--- src/hdl/status_led_color_breathe_macros.svh ---
// Assertion macros for the status LED block.
// Each macro expects clk and rst_n in scope and ends its own statement.
`ifndef STATUS_LED_COLOR_BREATHE_MACROS_SVH
`define STATUS_LED_COLOR_BREATHE_MACROS_SVH

`ifndef SYNTHESIS
`define SLB_ASSERT_NOW(lbl, ante, cons) \
  lbl: assert property (@(posedge clk) disable iff (!rst_n) (ante) |-> (cons)) \
    else $error("slb check failed");
`define SLB_ASSERT_NEXT(lbl, ante, cons) \
  lbl: assert property (@(posedge clk) disable iff (!rst_n) (ante) |=> (cons)) \
    else $error("slb check failed");
`else
`define SLB_ASSERT_NOW(lbl, ante, cons)
`define SLB_ASSERT_NEXT(lbl, ante, cons)
`endif

`endif

--- src/hdl/slb_pkg.sv ---
package slb_pkg;

  localparam int MAX_SESSIONS  = 8;
  localparam int PACKED_SLOTS  = 8;
  localparam int SESSION_LIMIT = (MAX_SESSIONS < PACKED_SLOTS) ? MAX_SESSIONS : PACKED_SLOTS;

  localparam int CNT_W      = 4;
  localparam int STATES_W   = 16;
  localparam int TIME_W     = 32;
  localparam int PER_W      = 16;
  localparam int CH_W       = 8;
  localparam int TRI_W      = 13;   // 0..4096
  localparam int SCALE_W    = 13;   // Q1.12, at most 4096
  localparam int AMP_W      = 12;
  localparam int PROD_W     = AMP_W + TRI_W;
  localparam int CFG_IDX_W  = 2;
  localparam int CFG_DATA_W = 16;

  localparam int MOD_STEPS  = TIME_W;      // one remainder bit per stage
  localparam int TRI_STEPS  = TRI_W - 1;   // top quotient bit is set in the fold stage

  localparam logic [PER_W-1:0] PULSE_RESET   = 16'd1000;
  localparam logic [PER_W-1:0] BREATHE_RESET = 16'd3200;

  localparam logic [1:0] SESS_WORKING = 2'd1;
  localparam logic [1:0] SESS_WAITING = 2'd2;

  typedef enum logic [CFG_IDX_W-1:0] {
    REG_LED_ENABLE     = 2'd0,
    REG_PULSE_PERIOD   = 2'd1,
    REG_BREATHE_PERIOD = 2'd2
  } reg_idx_t;

  typedef enum logic [2:0] {
    MODE_OFF   = 3'd0,
    MODE_ERROR = 3'd1,
    MODE_WARN  = 3'd2,
    MODE_WAIT  = 3'd3,
    MODE_WORK  = 3'd4,
    MODE_IDLE  = 3'd5
  } mode_t;

  typedef struct packed {
    mode_t            mode;
    logic             short_per;
    logic [PER_W-1:0] period;
  } ctrl_t;

  typedef struct packed {
    logic [PER_W-1:0]  rem;
    logic [TIME_W-1:0] num;
    logic [TRI_W-1:0]  quo;
  } div_t;

  typedef struct packed {
    logic [CH_W-1:0] r;
    logic [CH_W-1:0] g;
    logic [CH_W-1:0] b;
  } rgb_t;

  typedef struct packed {
    logic drive;
    rgb_t rgb;
  } result_t;

  function automatic rgb_t mode_color(mode_t m);
    rgb_t c;
    case (m)
      MODE_ERROR: c = '{r: 8'd255, g: 8'd40,  b: 8'd40};
      MODE_WARN:  c = '{r: 8'd255, g: 8'd40,  b: 8'd40};
      MODE_WAIT:  c = '{r: 8'd46,  g: 8'd204, b: 8'd113};
      MODE_WORK:  c = '{r: 8'd255, g: 8'd159, b: 8'd28};
      MODE_IDLE:  c = '{r: 8'd40,  g: 8'd90,  b: 8'd160};
      default:    c = '{r: 8'd0,   g: 8'd0,   b: 8'd0};
    endcase
    return c;
  endfunction

  function automatic logic [SCALE_W-1:0] mode_base(mode_t m);
    logic [SCALE_W-1:0] v;
    case (m)
      MODE_ERROR: v = 13'd819;
      MODE_WARN:  v = 13'd3482;
      MODE_WAIT:  v = 13'd1024;
      MODE_WORK:  v = 13'd492;
      MODE_IDLE:  v = 13'd246;
      default:    v = 13'd0;
    endcase
    return v;
  endfunction

  function automatic logic [AMP_W-1:0] mode_amp(mode_t m);
    logic [AMP_W-1:0] v;
    case (m)
      MODE_ERROR: v = 12'd2458;
      MODE_WAIT:  v = 12'd3072;
      MODE_WORK:  v = 12'd1843;
      default:    v = 12'd0;
    endcase
    return v;
  endfunction

endpackage

--- src/hdl/slb_scale.sv ---
module slb_scale (
  input  logic                      clk,
  input  logic                      rst_n,
  input  logic                      adv,
  input  logic                      v_in,
  input  slb_pkg::ctrl_t            ctrl_in,
  input  logic [slb_pkg::TRI_W-1:0] tri_in,
  output logic                      v_out,
  output slb_pkg::result_t          res_out
);
  import slb_pkg::*;

  logic [2:0]          v_r;
  mode_t               mode_a_r;
  mode_t               mode_b_r;
  logic [SCALE_W-1:0]  base_a_r;
  logic [PROD_W-1:0]   prod_a_r;
  logic [SCALE_W-1:0]  scale_b_r;
  result_t             res_r;
  logic [TRI_W-1:0]    tri_eff;
  logic [PROD_W-1:0]   prod_nxt;
  logic [SCALE_W:0]    sum;
  rgb_t                col;
  logic [CH_W+SCALE_W-1:0] pr;
  logic [CH_W+SCALE_W-1:0] pg;
  logic [CH_W+SCALE_W-1:0] pb;
  result_t             res_nxt;

  always_comb begin
    tri_eff  = ctrl_in.short_per ? '0 : tri_in;
    prod_nxt = {{TRI_W{1'b0}}, mode_amp(ctrl_in.mode)} * {{AMP_W{1'b0}}, tri_eff};
  end

  assign sum = {1'b0, base_a_r} + {1'b0, prod_a_r[PROD_W-1:12]};

  always_comb begin
    col             = mode_color(mode_b_r);
    pr              = {{SCALE_W{1'b0}}, col.r} * {{CH_W{1'b0}}, scale_b_r};
    pg              = {{SCALE_W{1'b0}}, col.g} * {{CH_W{1'b0}}, scale_b_r};
    pb              = {{SCALE_W{1'b0}}, col.b} * {{CH_W{1'b0}}, scale_b_r};
    res_nxt.drive   = (mode_b_r != MODE_OFF);
    res_nxt.rgb.r   = pr[12 +: CH_W];
    res_nxt.rgb.g   = pg[12 +: CH_W];
    res_nxt.rgb.b   = pb[12 +: CH_W];
  end

  always_ff @(posedge clk) begin
    if (!rst_n) begin
      v_r <= '0;
    end else if (adv) begin
      v_r <= {v_r[1:0], v_in};
    end
  end

  always_ff @(posedge clk) begin
    if (adv) begin
      mode_a_r  <= ctrl_in.mode;
      base_a_r  <= mode_base(ctrl_in.mode);
      prod_a_r  <= prod_nxt;
      mode_b_r  <= mode_a_r;
      scale_b_r <= sum[SCALE_W-1:0];
      res_r     <= res_nxt;
    end
  end

  assign v_out   = v_r[2];
  assign res_out = res_r;

endmodule

--- config.mk ---
export PLATFORM = sky130hd
export DESIGN_NAME = slb_scale
export DESIGN_NICKNAME = d
export VERILOG_FILES = /design/src/hdl/status_led_color_breathe_macros.svh /design/src/hdl/slb_pkg.sv /design/src/hdl/slb_scale.sv
export SDC_FILE = /design/constraint.sdc
export NUM_CORES = 1
export LEC_CHECK = 0
export ABC_AREA = 1
export CORE_MARGIN = 3
export CORE_UTILIZATION = 45
export DETAILED_ROUTE_END_ITERATION = 16
export DONT_BUFFER_PORTS = 1
export GPL_ROUTABILITY_DRIVEN = 0
export PLACE_DENSITY_LB_ADDON = 0.08
export SYNTH_ARGS = -nofsm -noshare
export SYNTH_HDL_FRONTEND = slang
export SYNTH_SLANG_ARGS = --single-unit
export TNS_END_PERCENT = 20
--- constraint.sdc ---
create_clock -name clk -period 15.1 [get_ports clk]
set_input_delay 3.02 -clock clk [delete_from_list [all_inputs] [get_ports clk]]
set_output_delay 3.02 -clock clk [all_outputs]
set_load 0.02 [all_outputs]
* Word-level counts from Yosys, hierarchy flattened *
Cells that the tools add are included.

word-level totals
  flip-flop bits (word level) = 85
  bits in latches = 0
  bits in writable memories = 0
  ROM bits = 0
  input bits = 37
  output and inout port bits = 26
  logic and storage cells = 31
  memories = 0

cells by class
  add/subtract/negate cells = 1
  multiply operators = 4
  div/mod/pow operators = 0
  magnitude comparators = 0
  equal/unequal tests = 10
  shift-type cells = 0
  muxes and demuxes = 4
  bitwise logic cells = 0
  reduce and logical (&&, ||, !) cells = 2

operator list
  cell                                            number
  one-hot mux 24 bit (4 select lines)             1
  multiplier 8 x 13 -> 20 bit                     3
  one-hot mux 12 bit (5 select lines)             1
  one-hot mux 12 bit (3 select lines)             1
  multiplier 12 x 13 -> 25 bit                    1
  adder 13 bit                                    1
  2-to-1 mux 13 bit                               1
  == test 3 x 2 -> 1 bit (second input constant)  4
  == test 3 bit (second input constant)           4
  == test 3 x 1 -> 1 bit (second input constant)  2
  nonzero test 3 bit                              1
  OR reduction 2 bit                              1

* Logic depth before layout (Yosys ltp) *
  depth in word-level cells = 4
  gate-level depth with buffers = 28
  gate-level depth less buffers = 26

* Worst setup path after synthesis *
OpenSTA, ideal clock, no wires.

  path type = input to register
  start = input port ctrl_in[16] (netlist name)
  end = register prod_a_r[21] (data pin)
  setup time = 0.252 ns
  arrival time = 7.397 ns
  data required time = 14.848 ns
  path slack = 7.450 ns
  stages on the path = 19
  buffers on the path = 1
  cell sequence = inv_1 clkbuf_1 nand2_1 nor2_1 fa_1 fa_1 fa_1 fa_1 inv_1 fa_1 inv_1 ha_1 nand2_1 nor2_1 nand4_1 o21ai_1 nand3_1 nand3_1 nand2_1

between the ends
  cells in the longest elaborated chain, start to end = 2

ends and longest elaborated chain
  what                          RTL line         text
  start, declared               slb_scale.sv:6   input slb_pkg::ctrl_t ctrl_in,
  2-to-1 mux 13 bit             slb_scale.sv:30  tri_eff = ctrl_in.short_per ? '0 : tri_in;
  multiplier 12 x 13 -> 25 bit  slb_scale.sv:31  prod_nxt = {{TRI_W{1'b0}}, mode_amp(ctrl_in.mode)} * {{AMP_W{1'b0}}, tri_eff};
  named net prod_nxt[21]        slb_scale.sv:21  logic [PROD_W-1:0] prod_nxt;
  end signal, assigned          slb_scale.sv:59  prod_a_r <= prod_nxt;
  end, declared                 slb_scale.sv:17  logic [PROD_W-1:0] prod_a_r;

The timed path passes the listed nets, and every way through them passes these cells.
A chain may end at the register's enable or synchronous reset.

* Worst setup path after layout *
  start = input port ctrl_in[18] (netlist name)
  end = register prod_a_r[21] (data pin)

between the ends
  cells in the longest elaborated chain, start to end = 3
  elaborated cells on any way between the ends = 5
  those cells by class = mul (1); eq/ne (3); mux (1)

ends and longest elaborated chain
  what                                   RTL line         text
  == test 3 bit (tied with other cells)  slb_pkg.sv:94    case (m)
  one-hot mux 12 bit (3 select lines) *  slb_pkg.sv:94
  multiplier 12 x 13 -> 25 bit *         slb_scale.sv:31
  named net prod_nxt[21]                 slb_scale.sv:21

The timed path passes the listed nets; every way through them passes the cells marked *.

==> qor.csv <==
stage;metric;value;unit
status;status;complete, no violations;
sta;Achievable Freq;122;MHz
grt;initial antenna violation count;0;
grt;largest net degree at the start of global routing;71;
sta;Hold Fails Final Rpt;0;
logic_synthesis;Post-synth ARST share;0;%
sta;final setup vio count;0;
logic_synthesis;Synth cell types;40;
placement;DP HPWL;32200;µm
grt;aggregate global routing overflow;0;
route;Post-route DRC;0;
sta;Max-slew headroom;57.3;%
floorplanning;Chip Height;189;µm
logic_synthesis;Mapped Cells;1735;
setup_path;WP data arrival;8.27;ns
sta;Slew Limit Fails;0;
final_layout;Finished Cell Area;0.0160;mm²
sta;Tmin final;8.17;ns
final_layout;Filler Cell Count;3389;
logic_synthesis;Synth warnings;0;
setup_path;crit path buf inv count;4;
placement;I/O Buffers;0;
logic_synthesis;top-area cell type share of the netlist area;34.9;%
clock_tree;CTS Root Cell;clkbuf_16;
clock_tree;CTS-repair resized insts;0;
setup_path;Worst path slowest cell;fa_1;
setup_path;crit start category;primary input;
setup_path;Worst Path Required;15.21;ns
route;Vias;10900;
floorplanning;die area;0.0359;mm²
clock_tree;Num CTS Buffers;9;
floorplanning;Starting Density;46.1;%
logic_synthesis;Avg Cell Area, Syn;8.73;µm²
power_and_ir_drop;Final Power;2.86;mW
placement;# placed instances;2164;
logic_synthesis;Post-synth EDFFs;66;
setup_path;crit-path cells;inv_1 -> nand3_2 -> nand2_1 -> clkinv_1 -> nor2_1 -> fa_1 -> fa_1 -> fa_1 -> fa_1 -> inv_1 -> fa_1 -> inv_1 -> ha_1 -> nand2_1 -> nor2_1 -> nand4_1 -> o21ai_1 -> nand3_1 -> nand3_1 -> nand2_1;
logic_synthesis;Seq cells post-synth;69;
sta;Slew @ Worst Pin;0.638;ns
logic_synthesis;Synthesized Nets;2244;
sta;Fin Setup TNS;0;ns
route;Avg WL per Cell;16.8;µm
power_and_ir_drop;Pwr Density;180;mW/mm²
route;TritonRoute pass-1 iters;5;
clock_tree;Worst-path clk slew;0.07;ns
grt;first-pass GRT wire length;60800;µm
floorplanning;I/O pins;63;
clock_tree;CTS tree;done;
logic_synthesis;ys flop type;edfxtp_1;
grt;vias in the first global route;11600;
clock_tree;number of clock sinks;69;
clock_tree;H-tree depth;3;
min_path;Worst Hold Class;reg -> reg;
sta;Worst Clk Skew;0.0186;ns
placement;Post-DP Area;0.0156;mm²
route;1st-iter DRT viols;592;
final_layout;share of cells above drive strength 1;2.19;%
final_layout;synth-to-layout area growth;5.35;%
clock_tree;clk buf depth;2;
grt;GRT Total Usage;21.8;%
clock_tree;CTS Hold Bufs;0;
logic_synthesis;synthesized cell area;0.0151;mm²
power_and_ir_drop;Pleak;8.58;nW
setup_path;largest fanout on the critical path;15;
route;Total Wirelength;36500;µm
final_layout;Layout Nets;2242;
sta;Tcrit/Tclk final;54.1;%
route;DR vias/cell;5.01;
floorplanning;Die Span X;189;µm
final_layout;antenna cells;0;
clock_tree;Clock Latency Late Sink;0.37;ns
setup_path;most frequent CP cell;fa_1;
job;max_cap viols;0;
final_layout;non-filler cells, final;2180;
logic_synthesis;leading area contributor after synthesis;fa_1;
setup_path;Crit. End Element;register;
sta;Fin Hold WS;0.480;ns
route;Routed Antenna Nets;0;
setup_path;WS Path Type;in -> reg;
floorplanning;Core Region;0.0329;mm²
setup_path;delay of the slowest critical-path stage;0.54;ns
logic_synthesis;sequential-to-total area share from yosys stat;13.5;%
clock_tree;setup bufs post-CTS;0;
setup_path;critical path's top delay family;adder cells;
floorplanning;FP Rows;66;
logic_synthesis;top cells by area, synth;fa_1, ha_1, edfxtp_1, inv_1, nor2_1;
sta;RSZ-0062 raised after global routing;no;
power_and_ir_drop;Max rail drop VDD;0.000152;V
==> cell families (layout without fill, tap and decap cells) <==
| logic type | count (synthesis) | after routing | share of synthesized area, % |
|---|---|---|---|
| and+or+nand+nor | 510 | 510 | 13.9 |
| buffers and inverters | 481 | 484 | 12.1 |
| adders and majority gates | 472 | 472 | 52.1 |
| AOI/OAI and AO/OA | 154 | 154 | 5.67 |
| DFF | 69 | 69 | 13.5 |
| xor gates and xnor gates | 49 | 49 | 2.83 |
==> cell usage after synthesis (5+ instances only) <==
master    instances
inv_1           456
fa_1            264
nor2_1          219
nand2_1         213
ha_1            208
a21oi_1          79
edfxtp_1         66
o21ai_0          39
xor2_1           35
nand3_1          25
nor3_1           14
xnor2_1          14
nand4_1          13
o21bai_1         10
clkbuf_1          9
clkinv_1          7
nand2_2           6
nor4_1            6
a21o_1            5
o21a_1            5
==> power by group <==
part | switching [mW] | total [mW] | internal, mW
clock network | 0.0993 | 0.245 | 0.145
logic | 1.38 | 2.20 | 0.827
registers | 0.0791 | 0.417 | 0.338
==> per-layer routing <==
layer | GRT usage [%] | wire, µm | vias to the layer above
li1 | - | - | 5294
met1 | 28.8 | 16000 | 5396
met5 | 0 | 0 | -
met3 | 1.74 | 1200 | 21
met2 | 39.5 | 18900 | 200
met4 | 4.32 | 401 | 0
==> worst paths after layout <==
| check | cells after the start | start | slack, ns | endpoint |
|---|---|---|---|---|
| setup reg to reg | 19 | mode_b_r[0]$_DFFE_PP_ | 8.73 | res_out[7]$_DFFE_PP_ |
| hold reg to reg | 2 | v_r[0]$_SDFFE_PN0P_ | 0.48 | v_r[1]$_SDFFE_PN0P_ |
| setup / recovery | 20 | ctrl_in[18] | 6.93 | prod_a_r[21]$_DFFE_PP_ |
| hold / removal | 2 | v_r[0]$_SDFFE_PN0P_ | 0.48 | v_r[1]$_SDFFE_PN0P_ |
==> final cells by class <==
class / instances / area [µm²] / area share, %
clock inverter: 7 / 97.6 / 0.612
multi-input combinational: 1185 / 11300 / 70.7
sequential: 69 / 2040 / 12.8
inverter: 468 / 1760 / 11.0
tap: 442 / 553 / 3.47
clock buffer: 9 / 225 / 1.41
==> through the flow <==
step	setup WS [ns]	util [%]
final	6.93	48.5
after global routing	6.53	48.5
after CTS	6.87	48.5
after detailed placement	6.50	47.6
after global placement	6.55	47.6
after floorplan	7.45	-
==> worst min-delay path, delay by kind of cell (launching register included) <==
kind	cells	cell delay (ns)
DFF	1	0.32
and+or+nand+nor	2	0.13
==> flip-flops by register name (all words and copies together), names as in the netlist <==
name,flops
v_r,3
prod_a_r,13
mode_b_r,3
mode_a_r,3
base_a_r,9
res_out,25
scale_b_r,13
==> layout by cell type (no fill, tap or decap), drive strengths merged, types with 3 or more instances in the layout <==
master	instances
nor3	14
xor2	35
xnor2	14
nand3	26
inv	462
nand2	221
dfxtp	3
ha	208
nor2	224
edfxtp	66
o21ai	44
a211oi	3
clkbuf	9
nand4	13
a21oi	79
o21a	5
nor4	6
nand3b	4
o21bai	10
clkinv	10
fa	264
a21o	5
Power figures use the tool's default switching activity.
