<file path="src/hdl/status_led_color_breathe_macros.svh">
// Assertion macros for the status LED block.
// Each macro expects clk and rst_n in scope and ends its own statement.
`ifndef STATUS_LED_COLOR_BREATHE_MACROS_SVH
`define STATUS_LED_COLOR_BREATHE_MACROS_SVH

`ifndef SYNTHESIS
`define SLB_ASSERT_NOW(lbl, ante, cons) \
  lbl: assert property (@(posedge clk) disable iff (!rst_n) (ante) |-> (cons)) \
    else $error("slb check failed");
`define SLB_ASSERT_NEXT(lbl, ante, cons) \
  lbl: assert property (@(posedge clk) disable iff (!rst_n) (ante) |=> (cons)) \
    else $error("slb check failed");
`else
`define SLB_ASSERT_NOW(lbl, ante, cons)
`define SLB_ASSERT_NEXT(lbl, ante, cons)
`endif

`endif

</file>
<file path="src/hdl/slb_pkg.sv">
package slb_pkg;

  localparam int MAX_SESSIONS  = 8;
  localparam int PACKED_SLOTS  = 8;
  localparam int SESSION_LIMIT = (MAX_SESSIONS < PACKED_SLOTS) ? MAX_SESSIONS : PACKED_SLOTS;

  localparam int CNT_W      = 4;
  localparam int STATES_W   = 16;
  localparam int TIME_W     = 32;
  localparam int PER_W      = 16;
  localparam int CH_W       = 8;
  localparam int TRI_W      = 13;   // 0..4096
  localparam int SCALE_W    = 13;   // Q1.12, at most 4096
  localparam int AMP_W      = 12;
  localparam int PROD_W     = AMP_W + TRI_W;
  localparam int CFG_IDX_W  = 2;
  localparam int CFG_DATA_W = 16;

  localparam int MOD_STEPS  = TIME_W;      // one remainder bit per stage
  localparam int TRI_STEPS  = TRI_W - 1;   // top quotient bit is set in the fold stage

  localparam logic [PER_W-1:0] PULSE_RESET   = 16'd1000;
  localparam logic [PER_W-1:0] BREATHE_RESET = 16'd3200;

  localparam logic [1:0] SESS_WORKING = 2'd1;
  localparam logic [1:0] SESS_WAITING = 2'd2;

  typedef enum logic [CFG_IDX_W-1:0] {
    REG_LED_ENABLE     = 2'd0,
    REG_PULSE_PERIOD   = 2'd1,
    REG_BREATHE_PERIOD = 2'd2
  } reg_idx_t;

  typedef enum logic [2:0] {
    MODE_OFF   = 3'd0,
    MODE_ERROR = 3'd1,
    MODE_WARN  = 3'd2,
    MODE_WAIT  = 3'd3,
    MODE_WORK  = 3'd4,
    MODE_IDLE  = 3'd5
  } mode_t;

  typedef struct packed {
    mode_t            mode;
    logic             short_per;
    logic [PER_W-1:0] period;
  } ctrl_t;

  typedef struct packed {
    logic [PER_W-1:0]  rem;
    logic [TIME_W-1:0] num;
    logic [TRI_W-1:0]  quo;
  } div_t;

  typedef struct packed {
    logic [CH_W-1:0] r;
    logic [CH_W-1:0] g;
    logic [CH_W-1:0] b;
  } rgb_t;

  typedef struct packed {
    logic drive;
    rgb_t rgb;
  } result_t;

  function automatic rgb_t mode_color(mode_t m);
    rgb_t c;
    case (m)
      MODE_ERROR: c = '{r: 8'd255, g: 8'd40,  b: 8'd40};
      MODE_WARN:  c = '{r: 8'd255, g: 8'd40,  b: 8'd40};
      MODE_WAIT:  c = '{r: 8'd46,  g: 8'd204, b: 8'd113};
      MODE_WORK:  c = '{r: 8'd255, g: 8'd159, b: 8'd28};
      MODE_IDLE:  c = '{r: 8'd40,  g: 8'd90,  b: 8'd160};
      default:    c = '{r: 8'd0,   g: 8'd0,   b: 8'd0};
    endcase
    return c;
  endfunction

  function automatic logic [SCALE_W-1:0] mode_base(mode_t m);
    logic [SCALE_W-1:0] v;
    case (m)
      MODE_ERROR: v = 13'd819;
      MODE_WARN:  v = 13'd3482;
      MODE_WAIT:  v = 13'd1024;
      MODE_WORK:  v = 13'd492;
      MODE_IDLE:  v = 13'd246;
      default:    v = 13'd0;
    endcase
    return v;
  endfunction

  function automatic logic [AMP_W-1:0] mode_amp(mode_t m);
    logic [AMP_W-1:0] v;
    case (m)
      MODE_ERROR: v = 12'd2458;
      MODE_WAIT:  v = 12'd3072;
      MODE_WORK:  v = 12'd1843;
      default:    v = 12'd0;
    endcase
    return v;
  endfunction

endpackage

</file>
<file path="src/hdl/slb_fold.sv">
module slb_fold (
  input  logic           clk,
  input  logic           rst_n,
  input  logic           adv,
  input  logic           v_in,
  input  slb_pkg::ctrl_t ctrl_in,
  input  slb_pkg::div_t  div_in,
  output logic           v_out,
  output slb_pkg::ctrl_t ctrl_out,
  output slb_pkg::div_t  div_out
);
  import slb_pkg::*;

  logic             v_r;
  ctrl_t            ctrl_r;
  div_t             div_r;
  div_t             div_nxt;
  logic [PER_W:0]   twice_p;
  logic [PER_W-1:0] back;
  logic [PER_W-1:0] d;
  logic             full;

  // Fold the phase into a triangle: rising on the first half, falling after.
  always_comb begin
    twice_p = {div_in.rem, 1'b0};
    back    = ctrl_in.period - div_in.rem;
    if (ctrl_in.short_per) begin
      d = '0;
    end else if (twice_p <= {1'b0, ctrl_in.period}) begin
      d = twice_p[PER_W-1:0];
    end else begin
      d = {back[PER_W-2:0], 1'b0};
    end
    full        = !ctrl_in.short_per && (d == ctrl_in.period);
    div_nxt.rem = full ? '0 : d;
    div_nxt.num = '0;
    div_nxt.quo = {{(TRI_W-1){1'b0}}, full};
  end

  always_ff @(posedge clk) begin
    if (!rst_n) begin
      v_r <= 1'b0;
    end else if (adv) begin
      v_r <= v_in;
    end
  end

  always_ff @(posedge clk) begin
    if (adv) begin
      ctrl_r <= ctrl_in;
      div_r  <= div_nxt;
    end
  end

  assign v_out    = v_r;
  assign ctrl_out = ctrl_r;
  assign div_out  = div_r;

endmodule

</file>
<file path="config.mk">
export PLATFORM = sky130hd
export DESIGN_NAME = slb_fold
export DESIGN_NICKNAME = d
export VERILOG_FILES = /design/src/hdl/status_led_color_breathe_macros.svh /design/src/hdl/slb_pkg.sv /design/src/hdl/slb_fold.sv
export SDC_FILE = /design/constraint.sdc
export NUM_CORES = 1
export LEC_CHECK = 0
export BUFFER_PORTS_ARGS = -buffer_cell sky130_fd_sc_hd__buf_4
export CELL_PAD_IN_SITES_DETAIL_PLACEMENT = 0
export CELL_PAD_IN_SITES_GLOBAL_PLACEMENT = 1
export CORE_AREA = 2 2 105 107
export CTS_CLUSTER_SIZE = 10
export DETAILED_ROUTE_END_ITERATION = 6
export DIE_AREA = 0 0 107 109
export PLACE_DENSITY_LB_ADDON = 0.1
export SYNTH_ARGS = -nofsm -noshare
export SYNTH_HDL_FRONTEND = slang
export SYNTH_SLANG_ARGS = --single-unit
</file>
<file path="constraint.sdc">
create_clock -name clk -period 4.6 [get_ports clk]
set_input_delay 0.92 -clock clk [delete_from_list [all_inputs] [get_ports clk]]
set_output_delay 0.92 -clock clk [all_outputs]
set_load 0.1 [all_outputs]
</file>
# --- Yosys cells after proc, flatten, opt, wreduce, memory -nomap -nowiden ---
# Cells that the tools add are included.
op_classes:
  reduce_logical: 2
  n_eq_ne: 1
  order_cmp: 1
  muxes: 2
  n_addsub: 1
ops:
  columns: ["operator", "n"]
  rows:
  - ["two-way mux 16 bit", 2]
  - ["less-or-equal comparator 17 x 16 -> 1 bit", 1]
  - ["== test 16 bit", 1]
  - ["subtractor 15 bit", 1]
  - ["logical AND 1 bit", 1]
  - ["zero test 1 bit", 1]
totals:
  word_cells: 13
  out_inout_bits: 82
  ff_bits: 38
  input_bits: 85

# --- Logic depth before layout (Yosys ltp) ---
# Gate-level depths: netlist of run 1.
logic_depth:
  ltp_word: 5
  depth_mapped: 15
  mapped_depth_nobuf: 14

# --- Worst setup path before layout of run 1 ---
# No wires, ideal clock.
synth_path:
  kind: "input -> register"
  start: "input port ctrl_in[0] (netlist bit)"
  end: "register div_r (netlist bit div_out[57]), data pin"
  n_path_buf: 1
  stages: 15
  arrival_time_ns: 3.554
  setup_ns: 0.269
  slack_ns: 0.777
  t_required_ns: 4.331
  cell_sequence: "inv_1 -> ha_1 -> inv_1 -> fa_1 -> a21oi_1 -> o211ai_1 -> a2111oi_2 -> nor4b_1 -> a2111oi_0 -> o221ai_1 -> nor4_2 -> nand3_2 -> o21ai_2 -> buf_6 -> a211oi_2"
synth_via:
  elab_chain_len: 5
  elab_cells_between_ends: 6
  classes_between: "1 x add/sub; 1 x order compare; 1 x eq/ne; 2 x mux; 1 x reduce/logical"
synth_rtl:
  columns: ["item", "line_no", "source"]
  rows:
  - ["start, declared", "slb_fold.sv:6", "input slb_pkg::ctrl_t ctrl_in,"]
  - ["subtractor 15 bit or less-or-equal comparator 17 x 16 -> 1 bit (tied branches)", "slb_fold.sv:26, slb_fold.sv:29", null]
  - ["two-way mux 16 bit", "slb_fold.sv:29", "end else if (twice_p <= {1'b0, ctrl_in.period}) begin"]
  - ["two-way mux 16 bit", "slb_fold.sv:27", "if (ctrl_in.short_per) begin"]
  - ["== test 16 bit", "slb_fold.sv:34", "full = !ctrl_in.short_per && (d == ctrl_in.period);"]
  - ["logical AND 1 bit", "slb_fold.sv:34", null]
  - ["end signal, assigned", "slb_fold.sv:51", "div_r <= div_nxt;"]
  - ["end, declared", "slb_fold.sv:16", "div_t div_r;"]
# Parallel ways exist; a longest one is shown, timed or not.
# A chain may end at the register's enable or synchronous reset.

# --- Worst setup path after layout of run 1 ---
layout_path:
  start: "input port ctrl_in[0] (netlist bit)"
  end: "register div_r (netlist bit div_out[47]), data pin"
layout_via:
  elab_chain_len: 5
  elab_cells_between_ends: 6
  classes_between: "1 x add/sub; 1 x order compare; 1 x eq/ne; 2 x mux; 1 x reduce/logical"
layout_rtl:
  columns: ["item", "line_no", "source"]
  rows:
  - ["subtractor 15 bit or less-or-equal comparator 17 x 16 -> 1 bit (tied branches)", "slb_fold.sv:26, slb_fold.sv:29", null]
  - ["two-way mux 16 bit", "slb_fold.sv:29", null]
  - ["two-way mux 16 bit", "slb_fold.sv:27", null]
  - ["== test 16 bit (*)", "slb_fold.sv:34", null]
  - ["logical AND 1 bit (*)", "slb_fold.sv:34", null]
  - ["net full", "slb_fold.sv:21", "logic full;"]
# The timed path passes the listed nets; every way through them passes the cells marked *.

==> metrics.txt, run 1 <==
status=finished, final reports clean; drt total wl=a little over 10 mm; GPL Wtd Cong=between 0.8 and 0.9; final hold vios=0; number of global-route vias before repair=between 2000 and 3000; worst rel slew slack=0.6156; io pins=167; PostCTS Resize Cnt=0; sequential area share after synthesis=0.3122; Total GRT Usage=0.1752; routed vias=between 3000 and 4000; Clk Latency, worst-skew pair=roughly 0.29 ns; Final WS setup=around 0.35 ns; Final period util=0.9235; initial DRC count=approximately 180; CP max-delay cell=fa_1; crit path time final=around 4.2 ns; Yosys warning count=0; GRT overflow=0; max-slew violation count=0; most frequent cells in the layout=buf_4 (96), conb_1 (45), nor2_1 (43); worst-margin pin slew=0.5714 ns; FMAX=~240 MHz; Syn Area/Cell=between 8 and 9 um^2; post-synth cell types=slightly below 70; skew final=0 ns; initial core utilization=0.3327; count of final setup violators=0; post-DR vias/cell=just under 5; Die Y=approximately 110 um; delay of the slowest critical-path stage=~0.40 ns; Worst Path Buf+Inv=5; Reg clk slew, reported paths=roughly 0.070 ns; IR Drop Worst-Case VDD=approximately 140 uV; wire per inst=15.98 um; n_diodes=0; Synth Register Bits=37; clk buf depth=2; synthesis-to-layout area growth=21.89%; Num CTS Buffers=5; fillcell total=1087; Post-synth ARST share=0; commonest non-fill, non-tap cell in the layout=buf_4; root buf cell=clkbuf_8; Startpoint Class=primary input; Hold Buf Count CTS=0; hpwl dp=between 8 and 9 mm; H-Tree Level Count=2; clock sink total=37; TritonCTS clock tree=done; setup TNS=0 ns; arrival time at the worst endpoint=~4.3 ns; max_cap viols=0; HP Class=reg2reg; Core Region=10600 um^2; RSZ-0062 raised after global routing=no; top_reg_cell synth=edfxtp_1; TritonRoute pass-1 iters=5; Port Buffer Count=76; Worst EP required=4.64 ns; nets=a little over 600; Crit path max-delay family=compound AO/OA/AOI/OAI gates; Hold Slack=around 0.53 ns; layout cells sized above 1=0.2450; die area=roughly 12000 um^2; most used cell, CP=buf_4; initial antenna violation count=0; worst-path cell chain=buf_4 > inv_1 > ha_1 > inv_1 > fa_1 > a21oi_1 > o211ai_1 > a2111oi_2 > nor4b_1 > a2111oi_0 > buf_4 > o221ai_1 > nor4_2 > nand3_2 > buf_4 > nor2_1 > nor2_1; Post-Synthesis Cell Area=around 3500 um^2; critical path class=in2reg; P per Cell Area=~330 nW/um^2; element type at the critical path end=register; crit path max fanout=5; pre-CTS worst setup slack=roughly 0.05 ns; EDFF count, synth=36; Post-CTS Setup Bufs=0; DRC viols=0; global-route wire length before repair=roughly 15 mm; leakage power=0.001955 uW; antenna-violating nets left=0; Die X=between 100 and 150 um; row count=38; synthesized netlist cell count=between 400 and 500; pin count of the biggest net entering global routing=38
## area by class of cell
| class | count | area (um^2) | area share |
|---|---|---|---|
| multi-input combinational | 320 | 2081 | 0.4840 |
| inverter | 37 | 138.9 | 0.03230 |
| clock buffer | 6 | 72.57 | 0.01688 |
| tap | 140 | 175.2 | 0.04075 |
| timing repair buffer | 96 | 720.7 | 0.1676 |
| sequential | 37 | 1101 | 0.2561 |
| clock inverter | 2 | 10.01 | 0.002328 |
## power breakdown
| part | leakage (uW) | switching, uW | internal, uW |
|---|---|---|---|
| registers | 0.000358 | 7.84 | 407 |
| logic | 0.00155 | 602 | 189 |
| clock network | 0.0000450 | 120 | 105 |
## flip-flops by register name (all words and copies together) (netlist names)
name,count
ctrl_out,20
div_out,16
v_out,1
## stage by stage
| step | util | instances | power [uW] | cell area, um^2 |
|---|---|---|---|---|
| after CTS | 0.4055 | 638 | 1443 | 4299 |
| after detailed placement | 0.3977 | 630 | 1212 | 4217 |
| after floorplan | - | 446 | 1062 | 3692 |
| after global placement | 0.3977 | 630 | 1210 | 4217 |
| final | 0.4055 | 638 | 1432 | 4299 |
| after global routing | 0.4055 | 638 | 1505 | 4299 |
## cells by family (layout without fill, tap and decap cells)
family                     count (synthesis)  count (layout)  share of synthesized area
DFF                                       37              37                     0.3122
AOI/OAI and AO/OA                        102             102                     0.2082
xor gates and xnor gates                  12              12                    0.02980
and+or+nand+nor                          125             125                     0.1781
other                                      1              45                   0.001063
buffers and inverters                     89             141                     0.1447
adders and majority gates                 30              30                     0.1085
muxes                                      6               6                    0.01738
## per-layer routing
| metal | track usage | share of wire |
|---|---|---|
| met5 | 0 | 0 |
| met4 | 0.04453 | 0.011 |
| met3 | 0.02570 | 0.052 |
| met2 | 0.2994 | 0.47 |
| met1 | 0.2331 | 0.47 |
## final timing paths
kind,endpoint,cells after the start,slack [ns],start
hold / removal,v_out,2,0.53,v_out
setup reg to reg,v_out,2,4.01,v_out
hold reg to reg,v_out,2,0.53,v_out
setup / recovery,div_out[47],17,0.35,ctrl_in[0]
## worst reg2reg max path: stages, from the launching register on
cell     delay [ns]
dfxtp_1        0.31
mux2i_1        0.11
nor2b_1        0.06
## synth_stat cells, drive strengths merged, types with 5 or more instances
master  instances  share of area
buf            47           0.10
nor2           43          0.046
a21o            7          0.015
o22ai           6          0.011
nand2          23          0.025
a31oi           5          0.013
inv            37          0.039
nand3           7          0.011
nor3           14          0.020
o21ai          15          0.022
nand4           6          0.011
a211oi          6          0.018
a21oi          28          0.041
mux2i           5          0.014
edfxtp         36           0.31
o211ai          6          0.013
ha             29           0.10
xnor2           9          0.022
nand2b          8          0.014
clkbuf          5         0.0053
Note: power is estimated with default switching activity, not from simulation.
==> inputs of run 2 (changes only) <==
Settings changed: CORE_AREA 2 2 105 107 to 2 2 105 117, DIE_AREA 0 0 107 109 to 0 0 107 119.
Clock period 4.6 ns to 3.61 ns, I/O delays scaled along.
==> run 2 against run 1 <==
The run now ends with setup timing left. Combinational power up 50%. Register-to-register slack worse by 0.99 ns. Setup slack got worse by 0.40 ns. Power rose by 50%. Clock skew stayed put. Global-route usage up 0.68 points. Sequential share of layout area fell by 4.9 points. First-iteration DRC count rose by 2.2%. Via count is 13% higher. Die area increased by 9.2%. Sequential power is 28% higher. Critical endpoint is now div_out[51]. Largest cell class unchanged. Highest routed layer unchanged.
==> metrics.txt, run 2 (synthesis gave the netlist of run 1 again) <==
status=finished, violations left; failing checks=setup timing; Total GRT Usage=0.1820; worst-path cell chain=buf_4 > inv_1 > buf_4 > ha_1 > nand2b_1 > buf_4 > a211oi_2 > o21ai_1 > a31oi_1 > xnor2_1 > mux2_2 > a211oi_1 > nand3_2 > o21ai_4 > buf_6 > nor2_1; antenna-violating nets left=0; worst rel slew slack=0.6328; RSZ-0062 raised after global routing=yes; Core Region=11720 um^2; root buf cell=clkbuf_16; Die X=approximately 110 um; RR Startpoint=v_out; n_diodes=0; Clk pwr share=0.199; FMAX=~270 MHz; clock sink total=37; critical path class=in2reg; Final period util=1.014; Hold Slack=between 0.5 and 0.6 ns; Pint=between 1000 and 1500 uW; pin count of the biggest net entering global routing=38; layout cells sized above 1=0.4157; Final WS setup=-0.05135 ns; crit path max fanout=6; number of global-route vias before repair=about 3400; row count=42; post-DR vias/cell=between 4 and 5; element type at the critical path end=register; crit path time final=approximately 3.7 ns; GRT overflow=0; most frequent cells in the layout=buf_4 (191), conb_1 (45), edfxtp_1 (36); initial DRC count=about 180; P per Cell Area=around 400 nW/um^2; initial antenna violation count=0; most used cell, CP=buf_4; setup TNS=-0.4293 ns; hpwl dp=a little under 10 mm; r2r setup slk=between 3 and 4 ns; initial core utilization=0.3010; CP max-delay cell=mux2_2; Flop pwr share=0.247; io pins=between 150 and 200; FF-to-FF End=v_out; final hold vios=0; commonest non-fill, non-tap cell in the layout=buf_4; TritonCTS clock tree=done; drt total wl=roughly 12 mm; wire per inst=15.46 um; count of final setup violators=11; HP Class=reg2reg; Clk Latency, worst-skew pair=between 0.2 and 0.3 ns; worst-margin pin slew=between 0.5 and 0.6 ns; delay of the slowest critical-path stage=roughly 0.37 ns; clk buf depth=2; die area=12730 um^2; pre-CTS worst setup slack=-0.6543 ns; leakage power=between 0.002 and 0.003 uW; max_cap viols=0; Sw Share=0.4687; max-slew violation count=0; IR Drop Worst-Case VDD=between 150 and 200 uV; global-route wire length before repair=about 18 mm; end of the critical path=div_out[51]; nets=between 700 and 800; H-Tree Level Count=2; GPL Wtd Cong=about 0.83; combinational power share=0.555; Num CTS Buffers=5; skew final=0 ns; Reg clk slew, reported paths=about 0.060 ns; synthesis-to-layout area growth=50.98%; Worst Setup SP=div_in[46]; Port Buffer Count=76; DRC viols=0; Worst EP required=between 3 and 4 ns; Startpoint Class=primary input; R2R cell count=2; arrival time at the worst endpoint=3.71 ns; Die Y=about 120 um; routed vias=between 3000 and 4000; Psw=slightly above 1000 uW; TritonRoute pass-1 iters=5; max FFs per register=20
run 2: per-layer routing:
| metal | routed length [um] | up-vias | share of wire | global-route usage |
|---|---|---|---|---|
| met5 | 0 | - | 0 | 0 |
| li1 | - | 1774 | - | - |
| met1 | 5187 | 1651 | 0.45 | 0.2368 |
| met3 | 570 | 18 | 0.049 | 0.02025 |
| met4 | 263 | 0 | 0.023 | 0.06006 |
| met2 | 5617 | 106 | 0.48 | 0.3125 |
run 2: power by group through the flow:
stage | Clock, uW | Combinational (uW) | Sequential [uW]
floorplan | 0 | 525 | 829
CTS | 437 | 1180 | 530
global route | 456 | 1250 | 533
detailed placement | 0 | 1150 | 539
finish | 427 | 1190 | 530
global placement | 0 | 1140 | 538
run 2: worst min path at each step:
stage	start	to	slack [ns]	cells after the start
2_1_floorplan	ctrl_in[0]	ctrl_out[0]	0.82	0
3_3_place_gp	v_out	v_out	0.50	2
3_5_place_dp	v_out	v_out	0.52	2
4_1_cts	v_out	v_out	0.53	2
5_1_grt	v_out	v_out	0.57	2
6_report	v_out	v_out	0.52	2
run 2: what timing repair did:
action / 4_1_cts / 5_1_grt
setup buffers: 1 / 0
hold buffers: 0 / 0
gates resized for setup: 35 / 11
pin swaps: 21 / 11
cloned: 0 / 0
endpoints found under the setup margin: 16 / 16
run 2: worst max-delay path: cells and delay by family:
kind                     cells  cell delay (ns)
buffers and inverters        5             0.62
AO/OA/AOI/OAI                5             1.19
AND/OR/NAND/NOR              3             0.34
XOR/XNOR                     1             0.20
adder cells (fa/ha/maj)      1             0.26
multiplexers                 1             0.37
run 2: through the flow:
step | util | total power [uW] | cells | area, um^2
finish | 0.4544 | 2147 | 753 | 5325
global route | 0.4544 | 2243 | 753 | 5325
CTS | 0.4500 | 2144 | 753 | 5274
detailed placement | 0.4268 | 1685 | 744 | 5001
global placement | 0.4268 | 1677 | 744 | 5001
floorplan | - | 1354 | 446 | 3696
run 2: cell type report:
type	instances	area, um^2
fill	1170	6394
multi-input combinational	320	2237
timing repair buffer	197	1514
sequential	37	1101
tap	154	192.7
inverter	37	141.4
clock buffer	6	128.9
clock inverter	2	10.01
