## src/hdl/status_led_color_breathe_macros.svh

```systemverilog
// Assertion macros for the status LED block.
// Each macro expects clk and rst_n in scope and ends its own statement.
`ifndef STATUS_LED_COLOR_BREATHE_MACROS_SVH
`define STATUS_LED_COLOR_BREATHE_MACROS_SVH

`ifndef SYNTHESIS
`define SLB_ASSERT_NOW(lbl, ante, cons) \
  lbl: assert property (@(posedge clk) disable iff (!rst_n) (ante) |-> (cons)) \
    else $error("slb check failed");
`define SLB_ASSERT_NEXT(lbl, ante, cons) \
  lbl: assert property (@(posedge clk) disable iff (!rst_n) (ante) |=> (cons)) \
    else $error("slb check failed");
`else
`define SLB_ASSERT_NOW(lbl, ante, cons)
`define SLB_ASSERT_NEXT(lbl, ante, cons)
`endif

`endif

```

## src/hdl/slb_pkg.sv

```systemverilog
package slb_pkg;

  localparam int MAX_SESSIONS  = 8;
  localparam int PACKED_SLOTS  = 8;
  localparam int SESSION_LIMIT = (MAX_SESSIONS < PACKED_SLOTS) ? MAX_SESSIONS : PACKED_SLOTS;

  localparam int CNT_W      = 4;
  localparam int STATES_W   = 16;
  localparam int TIME_W     = 32;
  localparam int PER_W      = 16;
  localparam int CH_W       = 8;
  localparam int TRI_W      = 13;   // 0..4096
  localparam int SCALE_W    = 13;   // Q1.12, at most 4096
  localparam int AMP_W      = 12;
  localparam int PROD_W     = AMP_W + TRI_W;
  localparam int CFG_IDX_W  = 2;
  localparam int CFG_DATA_W = 16;

  localparam int MOD_STEPS  = TIME_W;      // one remainder bit per stage
  localparam int TRI_STEPS  = TRI_W - 1;   // top quotient bit is set in the fold stage

  localparam logic [PER_W-1:0] PULSE_RESET   = 16'd1000;
  localparam logic [PER_W-1:0] BREATHE_RESET = 16'd3200;

  localparam logic [1:0] SESS_WORKING = 2'd1;
  localparam logic [1:0] SESS_WAITING = 2'd2;

  typedef enum logic [CFG_IDX_W-1:0] {
    REG_LED_ENABLE     = 2'd0,
    REG_PULSE_PERIOD   = 2'd1,
    REG_BREATHE_PERIOD = 2'd2
  } reg_idx_t;

  typedef enum logic [2:0] {
    MODE_OFF   = 3'd0,
    MODE_ERROR = 3'd1,
    MODE_WARN  = 3'd2,
    MODE_WAIT  = 3'd3,
    MODE_WORK  = 3'd4,
    MODE_IDLE  = 3'd5
  } mode_t;

  typedef struct packed {
    mode_t            mode;
    logic             short_per;
    logic [PER_W-1:0] period;
  } ctrl_t;

  typedef struct packed {
    logic [PER_W-1:0]  rem;
    logic [TIME_W-1:0] num;
    logic [TRI_W-1:0]  quo;
  } div_t;

  typedef struct packed {
    logic [CH_W-1:0] r;
    logic [CH_W-1:0] g;
    logic [CH_W-1:0] b;
  } rgb_t;

  typedef struct packed {
    logic drive;
    rgb_t rgb;
  } result_t;

  function automatic rgb_t mode_color(mode_t m);
    rgb_t c;
    case (m)
      MODE_ERROR: c = '{r: 8'd255, g: 8'd40,  b: 8'd40};
      MODE_WARN:  c = '{r: 8'd255, g: 8'd40,  b: 8'd40};
      MODE_WAIT:  c = '{r: 8'd46,  g: 8'd204, b: 8'd113};
      MODE_WORK:  c = '{r: 8'd255, g: 8'd159, b: 8'd28};
      MODE_IDLE:  c = '{r: 8'd40,  g: 8'd90,  b: 8'd160};
      default:    c = '{r: 8'd0,   g: 8'd0,   b: 8'd0};
    endcase
    return c;
  endfunction

  function automatic logic [SCALE_W-1:0] mode_base(mode_t m);
    logic [SCALE_W-1:0] v;
    case (m)
      MODE_ERROR: v = 13'd819;
      MODE_WARN:  v = 13'd3482;
      MODE_WAIT:  v = 13'd1024;
      MODE_WORK:  v = 13'd492;
      MODE_IDLE:  v = 13'd246;
      default:    v = 13'd0;
    endcase
    return v;
  endfunction

  function automatic logic [AMP_W-1:0] mode_amp(mode_t m);
    logic [AMP_W-1:0] v;
    case (m)
      MODE_ERROR: v = 12'd2458;
      MODE_WAIT:  v = 12'd3072;
      MODE_WORK:  v = 12'd1843;
      default:    v = 12'd0;
    endcase
    return v;
  endfunction

endpackage

```

## src/hdl/slb_div_step.sv

```systemverilog
module slb_div_step (
  input  logic           clk,
  input  logic           rst_n,
  input  logic           adv,
  input  logic           v_in,
  input  slb_pkg::ctrl_t ctrl_in,
  input  slb_pkg::div_t  div_in,
  output logic           v_out,
  output slb_pkg::ctrl_t ctrl_out,
  output slb_pkg::div_t  div_out
);
  import slb_pkg::*;

  logic           v_r;
  ctrl_t          ctrl_r;
  div_t           div_r;
  div_t           div_nxt;
  logic [PER_W:0] trial;
  logic [PER_W:0] diff;
  logic           ge;

  // One restoring step: shift in the next dividend bit, subtract when it fits.
  always_comb begin
    trial         = {div_in.rem, div_in.num[TIME_W-1]};
    diff          = trial - {1'b0, ctrl_in.period};
    ge            = (trial >= {1'b0, ctrl_in.period});
    div_nxt.rem   = ge ? diff[PER_W-1:0] : trial[PER_W-1:0];
    div_nxt.num   = {div_in.num[TIME_W-2:0], 1'b0};
    div_nxt.quo   = {div_in.quo[TRI_W-2:0], ge};
  end

  always_ff @(posedge clk) begin
    if (!rst_n) begin
      v_r <= 1'b0;
    end else if (adv) begin
      v_r <= v_in;
    end
  end

  always_ff @(posedge clk) begin
    if (adv) begin
      ctrl_r <= ctrl_in;
      div_r  <= div_nxt;
    end
  end

  assign v_out    = v_r;
  assign ctrl_out = ctrl_r;
  assign div_out  = div_r;

endmodule

```

## config.mk

```make
export PLATFORM = sky130hd
export DESIGN_NAME = slb_div_step
export DESIGN_NICKNAME = d
export VERILOG_FILES = /design/src/hdl/status_led_color_breathe_macros.svh /design/src/hdl/slb_pkg.sv /design/src/hdl/slb_div_step.sv
export SDC_FILE = /design/constraint.sdc
export NUM_CORES = 1
export LEC_CHECK = 0
export ABC_AREA = 1
export BUFFER_PORTS_ARGS = -buffer_cell sky130_fd_sc_hd__buf_2
export CORE_MARGIN = 8
export CORE_UTILIZATION = 50
export CTS_BUF_LIST = sky130_fd_sc_hd__clkbuf_16
export DETAILED_ROUTE_END_ITERATION = 8
export PLACE_DENSITY_LB_ADDON = 0.12
export SLEW_MARGIN = 10
export SYNTH_ARGS = -nofsm -noshare
export SYNTH_HDL_FRONTEND = slang
export SYNTH_SLANG_ARGS = --single-unit
```

## constraint.sdc

```tcl
create_clock -name clk -period 3.9 [get_ports clk]
set_clock_uncertainty 0.15 [all_clocks]
set_input_delay 0.195 -clock clk [delete_from_list [all_inputs] [get_ports clk]]
set_output_delay 0.195 -clock clk [all_outputs]
set_load 0.1 [all_outputs]
```

---- Word-level counts from Yosys, hierarchy flattened ----
Index checks and enable logic that the tools add are counted.
storage, ports and cells
  output and inout bits ................... 82
  input port bits ......................... 85
  bits in registers ....................... 81
cells by class
  $add $sub $neg .......................... 1
  mux-type cells .......................... 1
  magnitude comparators ................... 1
operators by type and width
  kind              number
  $ge A17 B16 Y1    1
  $mux W16          1
  $sub A16 B16 Y16  1

---- Logic depth before layout (Yosys ltp) ----
Gate-level depths: netlist of run 1.
  depth in word-level cells ............... 2
  gate-level depth with buffers ........... 14

---- Worst setup path after synthesis of run 1 ----
No wires, ideal clock.
  path kind ............................... input to register
  start ................................... input ctrl_in[3] (netlist name)
  end ..................................... register div_r (netlist bit div_out[57]), data pin
  slack ................................... 2069 ps
  arrival time ............................ 1428 ps
  buffers on the path ..................... 2
  data required time ...................... 3497 ps
  stages .................................. 14
  cell sequence ........................... inv_1 ha_1 nand2_1 inv_1 nand2_1 nand2_1 nand2_1 nand3_2 nand2_1 nand2_2 buf_6 buf_12 nand3_1 nand2_1
RTL lines
  what                  RTL line            RTL
  from (decl)           slb_div_step.sv:6   input slb_pkg::ctrl_t ctrl_in,
  to (signal assigned)  slb_div_step.sv:43  div_r <= div_nxt;
  to (decl)             slb_div_step.sv:16  div_t div_r;

==> key figures, run 1 <==
Die
  – Placement Rows: 31
  – Width of the chip: 103 microns
  – CORE AREA: 0.00729 sq mm
  – Starting Density: 0.516
  – Die area: 0.0106 sq mm
  – IO Pins: 167
  – Chip height: 103 microns

Min path
  – Worst Hold Launch: div_in[53]
  – Min-Delay Path Class: input pin to flop

Worst setup path
  – Worst Path Arrival: 2.75 ns
  – Max FO, Critical Path: 20
  – CP Data Required Time: 3.84 ns
  – CP Class: input pin to flop
  – Worst Setup SP: ctrl_in[7]
  – CP Launch Type: input pin
  – CP endpoint kind: flop
  – RR Startpoint: v_out

Layout
  – # diodes: 0
  – Finished Cell Area: 0.00568 sq mm
  – Nets@finish: 698
  – Fraction of layout cells with a size suffix above 1: 0.312
  – Area Overhead vs Synth: 50.9%
  – Fillers: 507

CTS
  – Post-CTS resize count: 0
  – Num CTS Buffers: 9
  – Reg clk slew, reported paths: 0.07 ns
  – Worst-case clock buffer depth: 2
  – Clock root buffer: clkbuf_16
  – H-tree level count: 3
  – CTS tree: done
  – Clock sinks: 81
  – Clk_lat worst skew: 0.33 ns

Power and ir drop
  – Comb power frac: 0.333
  – Lkg Pwr: 2.80 nW
  – Sw frac: 0.390
  – Peak supply drop: 0.235 mV
  – Internal power: 1.81 mW
  – Power consumption: 2.97 mW
  – Pwr dens: 522 mW/mm^2
  – Register share of total power: 0.362
  – NetSw: 1.16 mW
  – Clock power frac: 0.306

Global route
  – Vias in the first global route: 3454
  – First-pass GRT wire length: 17.7 mm
  – GRT Util Overall: 0.224
  – Congestion Overflow GR: 0
  – Antenna violations before repair: 0
  – Largest net degree at the start of global routing: 83

Synth
  – Post-synthesis net count: 457
  – #FFs+latches synth: 81
  – Distinct cells, synth: 25
  – Ys Warns: 0
  – Post-synth top cells: nand2_1 (120), edfxtp_1 (80), inv_1 (61)
  – Count leader, synth: nand2_1
  – Cell Area, Synth: 0.00377 sq mm
  – Top cells by area, synth: edfxtp_1 (64%), nand2_1 (12%), inv_1 (6.1%)
  – Syn Area/Cell: 10.6 sq um
  – Area leader, netlist: edfxtp_1
  – Gate Count Post-Synth: 355
  – Ys async rst share: 0
  – Post-synthesis sequential area ratio: 0.643
  – Ys flop type: edfxtp_1
  – EDFF count, synth: 80
  – Share of the synthesized area in the top cell type: 0.638

Timing
  – Fmax: 0.355 GHz
  – Setup Total Neg Slack: 0 ns
  – Min Tclk post-route: 2.82 ns
  – Final setup vio count: 0
  – Tcrit/Tclk final: 0.722
  – Max Slew Vio Count: 0
  – Worst-Margin Slew: 0.987 ns
  – Final hold vios: 0
  – Slew HR: 0.342
  – RSZ-0062 raised after global routing: no

Routing
  – Initial DRT Pass Iterations: 4
  – DRC viols: 0
  – DR vias: 3316
  – Detailed-route wire length per cell: 16.8 microns
  – Vias per cell: 4.74
  – Final wirelength: 11.7 mm
  – 1st-iter DRT viols: 184
  – Routed Antenna Nets: 0

Place
  – Post-place instance area: 0.00466 sq mm
  – RD Place Congestion: 0.886
  – PortBufs: 164
  – Post-detail-place hpwl: 7.54 mm

Job
  – Max-Cap Viols: 0

Outcome
  – Status: finished clean
[power groups by stage]
stage	logic [mW]	clock network (mW)	registers, mW
floorplan	0.170	0	1.67
global placement	0.917	0	1.08
detailed placement	0.924	0	1.09
CTS	0.984	0.903	1.07
global route	1.03	0.952	1.08
finish	0.988	0.907	1.07
[cells by family after synthesis]
| logic type | share of synthesized area |
|---|---|
| adder cells (fa/ha/maj) | 0.0585 |
| XOR/XNOR | 0.0140 |
| buffers and inverters | 0.0741 |
| AO/OA/AOI/OAI | 0.0193 |
| other | 0.000996 |
| flip-flops | 0.643 |
| AND/OR/NAND/NOR | 0.190 |
[state kept, by name, summed over array words and instances, names as in the netlist]
register,flops
div_out,60
ctrl_out,20
v_out,1
[repair_timing]
action / in CTS / in global routing
hold endpoints to repair: 69 / 0
setup endpoints to repair: 0 / 0
buffers inserted: 0 / 0
hold buffers: 70 / 0
[per-stage QoR]
stage	hold slack, ns	util	setup slack (ns)	cells
floorplan	0.138	-	2.07	355
global placement	0.222	0.639	1.33	614
detailed placement	0.224	0.639	1.30	614
CTS	0.00253	0.779	1.06	699
global route	0.00295	0.779	0.749	699
finish	0.00491	0.779	1.08	699
[metal layers]
layer | part of all wire | routed length [microns] | GRT usage | vias to the layer above
li1 | - | - | - | 1633
met1 | 0.37 | 4350 | 0.234 | 1534
met2 | 0.53 | 6200 | 0.425 | 139
met3 | 0.091 | 1070 | 0.0702 | 10
met4 | 0.0093 | 109 | 0.0523 | 0
met5 | 0 | 0 | 0 | -
[cell type report]
cell class,instances,area [sq um],area share
Sequential cell,81,2420,0.426
Timing Repair Buffer,234,1520,0.268
Multi-Input combinational cell,209,1060,0.187
Inverter,61,229,0.0403
Clock buffer,9,225,0.0396
Tap cell,99,124,0.0218
Clock inverter,6,93.8,0.0165
[path summary, 6_finish.rpt]
kind         cells after the start          end  slack (ns)
max                             13  div_out[50]        1.08
min                              3  div_out[54]       0.005
max reg2reg                      3        v_out        2.46
min reg2reg                      3        v_out        1.02
[layout by cell type (no fill, tap or decap), types with 2 or more instances in the layout]
master         Yosys  final
ha_1              16     16
nand3_1           17     17
nand3b_1           2      2
dlygate4sd3_1      0     70
a21oi_1           10     10
xor2_1             5      5
nor3_1             2      2
edfxtp_1          80     80
nand2_1          120    120
and2_1             2      2
nor2_1            16     16
clkbuf_16          0      9
bufinv_16          0      2
o21ai_0            3      3
inv_1             61     61
nand2_2            2      2
nor2_2             3      3
nand4_1            4      4
nand3_2            2      2
buf_2              0    163
clkinv_4           0      3
[worst max-delay path, stage by stage]
cell,delay (ns)
dlygate4sd3_1,0.55
buf_2,0.14
inv_1,0.04
ha_1,0.36
nand2_1,0.11
nor2_1,0.16
nand2_1,0.09
nor2_1,0.13
nor2_1,0.07
nand2_2,0.32
inv_1,0.35
nand2_1,0.16
nand2_1,0.06
Power figures use the tool's default switching activity.
==> run 2: changes to the inputs <==
ABC_AREA = 0   (was 1)
CORE_UTILIZATION = 42   (was 50)
clock period = 2.36 ns   (was 3.9 ns; I/O delays follow)
==> run 2 against run 1 <==
Compared with the run above:
- core utilization down 8.7 points
- area after synthesis down 3.3%
- setup slack worse by 0.80 ns
- via count down 10%
- non-clock buffer count up 35
- count of clock-buffer cells in the layout unchanged
- sequential power up 65%
- global-route usage down 5.1 points
- critical path type unchanged
- critical endpoint is now div_out[55]
- largest cell class unchanged
==> key figures, run 2 <==
Outcome
  – Status: finished clean

Die
  – Chip height: 109 microns (+6.1%)
  – IO Pins: 167 (unchanged)
  – Width of the chip: 109 microns (+6.1%)
  – Die area: 0.0119 sq mm (+13%)
  – Starting Density: 0.426 (-0.0907)
  – CORE AREA: 0.00855 sq mm (+17%)
  – Placement Rows: 34 (+9.7%)

Global route
  – First-pass GRT wire length: 15.9 mm (-10%)
  – Largest net degree at the start of global routing: 51 (-39%)
  – Congestion Overflow GR: 0 (unchanged)
  – GRT Util Overall: 0.172 (-0.0514)
  – Vias in the first global route: 3175 (-8.1%)
  – Antenna violations before repair: 0 (unchanged)

Routing
  – 1st-iter DRT viols: 145 (-21%)
  – DR vias: 2974 (-10%)
  – Routed Antenna Nets: 0 (unchanged)
  – Initial DRT Pass Iterations: 4 (unchanged)
  – Detailed-route wire length per cell: 17.0 microns (+1.1%)
  – Vias per cell: 4.75 (+0.15%)
  – Final wirelength: 10.6 mm (-9.4%)
  – DRC viols: 0 (unchanged)

Layout
  – Nets@finish: 614 (-12%)
  – FF/Latch Area: 0.00242 sq mm (unchanged)
  – Fillers: 640 (+26%)
  – Commonest non-fill, non-tap cells in the layout: buf_2 (163), edfxtp_1 (80), dlygate4sd3_1 (80)
  – Multi-input logic area: 0.00114 sq mm (+6.7%)
  – Non-filler cells, final: 626 (-10%)
  – Area Overhead vs Synth: 62.5%
  – Commonest non-fill, non-tap cell in the layout: buf_2
  – Fin util: 0.692 (-0.0874)
  – Largest register FFs: 60 (unchanged)
  – Fraction of layout cells with a size suffix above 1: 0.439 (+0.127)
  – Finished Cell Area: 0.00592 sq mm (+4.1%)

Place
  – RD Place Congestion: 0.802 (-9.5%)
  – Setup Slack @ Placement: -0.0814 ns (-1.38 ns)
  – Post-place instance area: 0.00481 sq mm (+3.2%)
  – PortBufs: 164 (unchanged)
  – Dpl cells: 529 (-14%)
  – Post-detail-place hpwl: 7.46 mm (-1.1%)

Worst setup path
  – Reg2Reg Depth: 3 (unchanged)
  – Reg2reg end: v_out
  – CP Class: input pin to flop
  – RR Startpoint: v_out
  – Worst Path Arrival: 1.99 ns (-0.76 ns)
  – Critical Path, Cell by Cell: buf_2 -> ha_1 -> fa_1 -> nor2b_1 -> o31ai_1 -> buf_4 -> a211oi_1 -> nor3_1 -> xnor2_1 -> mux2_4
  – Max incr delay on CP: 0.40 ns (-0.15 ns)
  – CP Data Required Time: 2.28 ns (-1.56 ns)
  – Crit-path slowest cell: fa_1
  – R2R setup slack: 1.03 ns (-1.43 ns)
  – Max FO, Critical Path: 2 (-90%)
  – CP Launch Type: input pin
  – CP endpoint kind: flop

CTS
  – Post-CTS resize count: 0 (unchanged)
  – CTS tree: done
  – # hold bufs at CTS: 80 (+14%)
  – H-tree level count: 3 (unchanged)
  – Reg clk slew, reported paths: 0.07 ns (about the same)
  – Num CTS Buffers: 9 (unchanged)
  – Worst-case clock buffer depth: 2 (unchanged)
  – Clock sinks: 81 (unchanged)
  – Clk_lat worst skew: 0.32 ns (about the same)
  – Setup Fix Bufs, Post-CTS: 0 (unchanged)
  – Clock root buffer: clkbuf_16

Synth
  – Distinct cells, synth: 49 (+96%)
  – Share of the synthesized area in the top cell type: 0.660 (+0.0219)
  – Count leader, synth: edfxtp_1
  – Top cells by area, synth: edfxtp_1 (66%), ha_1 (5.5%), mux2_4 (3.3%)
  – Gate Count Post-Synth: 238 (-33%)
  – EDFF count, synth: 80 (unchanged)
  – Post-synthesis sequential area ratio: 0.665 (+0.0221)
  – Ys Warns: 0 (unchanged)
  – Post-synth top cells: edfxtp_1 (80), inv_1 (19), ha_1 (16)
  – Ys async rst share: 0 (unchanged)
  – Post-synthesis net count: 340 (-26%)
  – Cell Area, Synth: 0.00364 sq mm (-3.3%)
  – #FFs+latches synth: 81 (unchanged)
  – Ys flop type: edfxtp_1
  – Syn Area/Cell: 15.3 sq um (+44%)
  – Area leader, netlist: edfxtp_1

Power and ir drop
  – Pwr dens: 825 mW/mm^2 (+58%)
  – Peak supply drop: 0.468 mV (+99%)
  – Lkg Pwr: 2.66 nW (-4.9%)

Timing
  – Worst-Margin Slew: 0.516 ns (-0.471 ns)
  – Min Tclk post-route: 2.07 ns
  – Slew HR: 0.658 (+0.317)
  – RSZ-0062 raised after global routing: no
  – Max Slew Vio Count: 0 (unchanged)
  – Fmax: 0.482 GHz
  – Final hold vios: 0 (unchanged)
  – Setup WS post-layout: 0.287 ns (-0.796 ns)
  – Final setup vio count: 0 (unchanged)
  – Tcrit/Tclk final: 0.878

Min path
  – Endpoint, Worst Hold: div_out[45]
  – Hold Path Depth: 4 (+1)
  – Min-Delay Path Class: input pin to flop
  – Worst Hold Launch: div_in[44]

Job
  – Max-Cap Viols: 0 (unchanged)
-- run 2: changes by cell type after synthesis, sizes merged, moves of 4 or more --
cell and delta:
nand2 -117, inv -41, nand3 -12, mux2 +9, nor2 -7, o21ai +7
a21oi -6, o21a +6, a21o +5, o31ai +5, a21boi +4, xnor2 +4
-- run 2: worst max-delay path by stage --
| stage | start | end | depth (start not counted) | slack, ns |
|---|---|---|---|---|
| after detailed placement | ctrl_in[0] | div_out[55] | 10 | -0.08 |
| final | ctrl_in[0] | div_out[55] | 10 | 0.29 |
| after global routing | div_in[44] | div_out[57] | 11 | 0.12 |
| after CTS | ctrl_in[0] | div_out[55] | 10 | 0.26 |
| after floorplan | div_in[56] | div_out[47] | 11 | -0.06 |
| after global placement | ctrl_in[0] | div_out[55] | 10 | -0.05 |
-- run 2: per-stage QoR --
| step | power, mW | hold WS [ns] | TNS (ns) |
|---|---|---|---|
| final | 4.88 | 0.0467 | 0 |
| after global routing | 5.06 | 0.0816 | 0 |
| after CTS | 4.92 | 0.0301 | 0 |
| after detailed placement | 3.42 | 0.147 | -0.254 |
| after global placement | 3.40 | 0.145 | -0.0772 |
| after floorplan | 3.08 | 0.0669 | -0.508 |
-- run 2: area by class of cell --
| type | count | share of cell area |
|---|---|---|
| Antenna cell | 1 | 0.000423 |
| Clock buffer | 9 | 0.0381 |
| Clock inverter | 7 | 0.0129 |
| Inverter | 20 | 0.0140 |
| Multi-Input combinational cell | 131 | 0.192 |
| Sequential cell | 81 | 0.409 |
| Tap cell | 108 | 0.0228 |
| Timing Repair Buffer | 269 | 0.310 |
-- run 2: power by group --
part           internal (mW)  total (mW)  leakage [nW]  switching (mW)
registers               1.74        1.77         0.791          0.0309
clock network          0.828        1.39         0.144           0.559
logic                  0.438        1.72          1.73            1.28
-- run 2: logic make-up after synthesis --
family          Yosys count  share of synthesized area
flops                    81                      0.665
compound gates           52                      0.111
simple gates             41                     0.0588
buf+inv                  26                     0.0402
fa+ha+maj                17                     0.0605
mux                      11                     0.0416
xor+xnor                  9                     0.0216
other cells               1                    0.00103
-- run 2: critical path: cells and delay by family --
family	cells	cell delay [ns]
XOR/XNOR	1	0.13
AO/OA/AOI/OAI	2	0.37
AND/OR/NAND/NOR	2	0.27
buffers and inverters	2	0.24
adder cells (fa/ha/maj)	2	0.61
multiplexers	1	0.25
-- run 2: metal layers --
metal  global-route usage  up-vias  share of wire
li1                     -     1460              -
met1                0.199     1387           0.40
met2                0.297      118           0.49
met3               0.0579        9           0.11
met4               0.0518        0          0.011
met5                    0        -              0
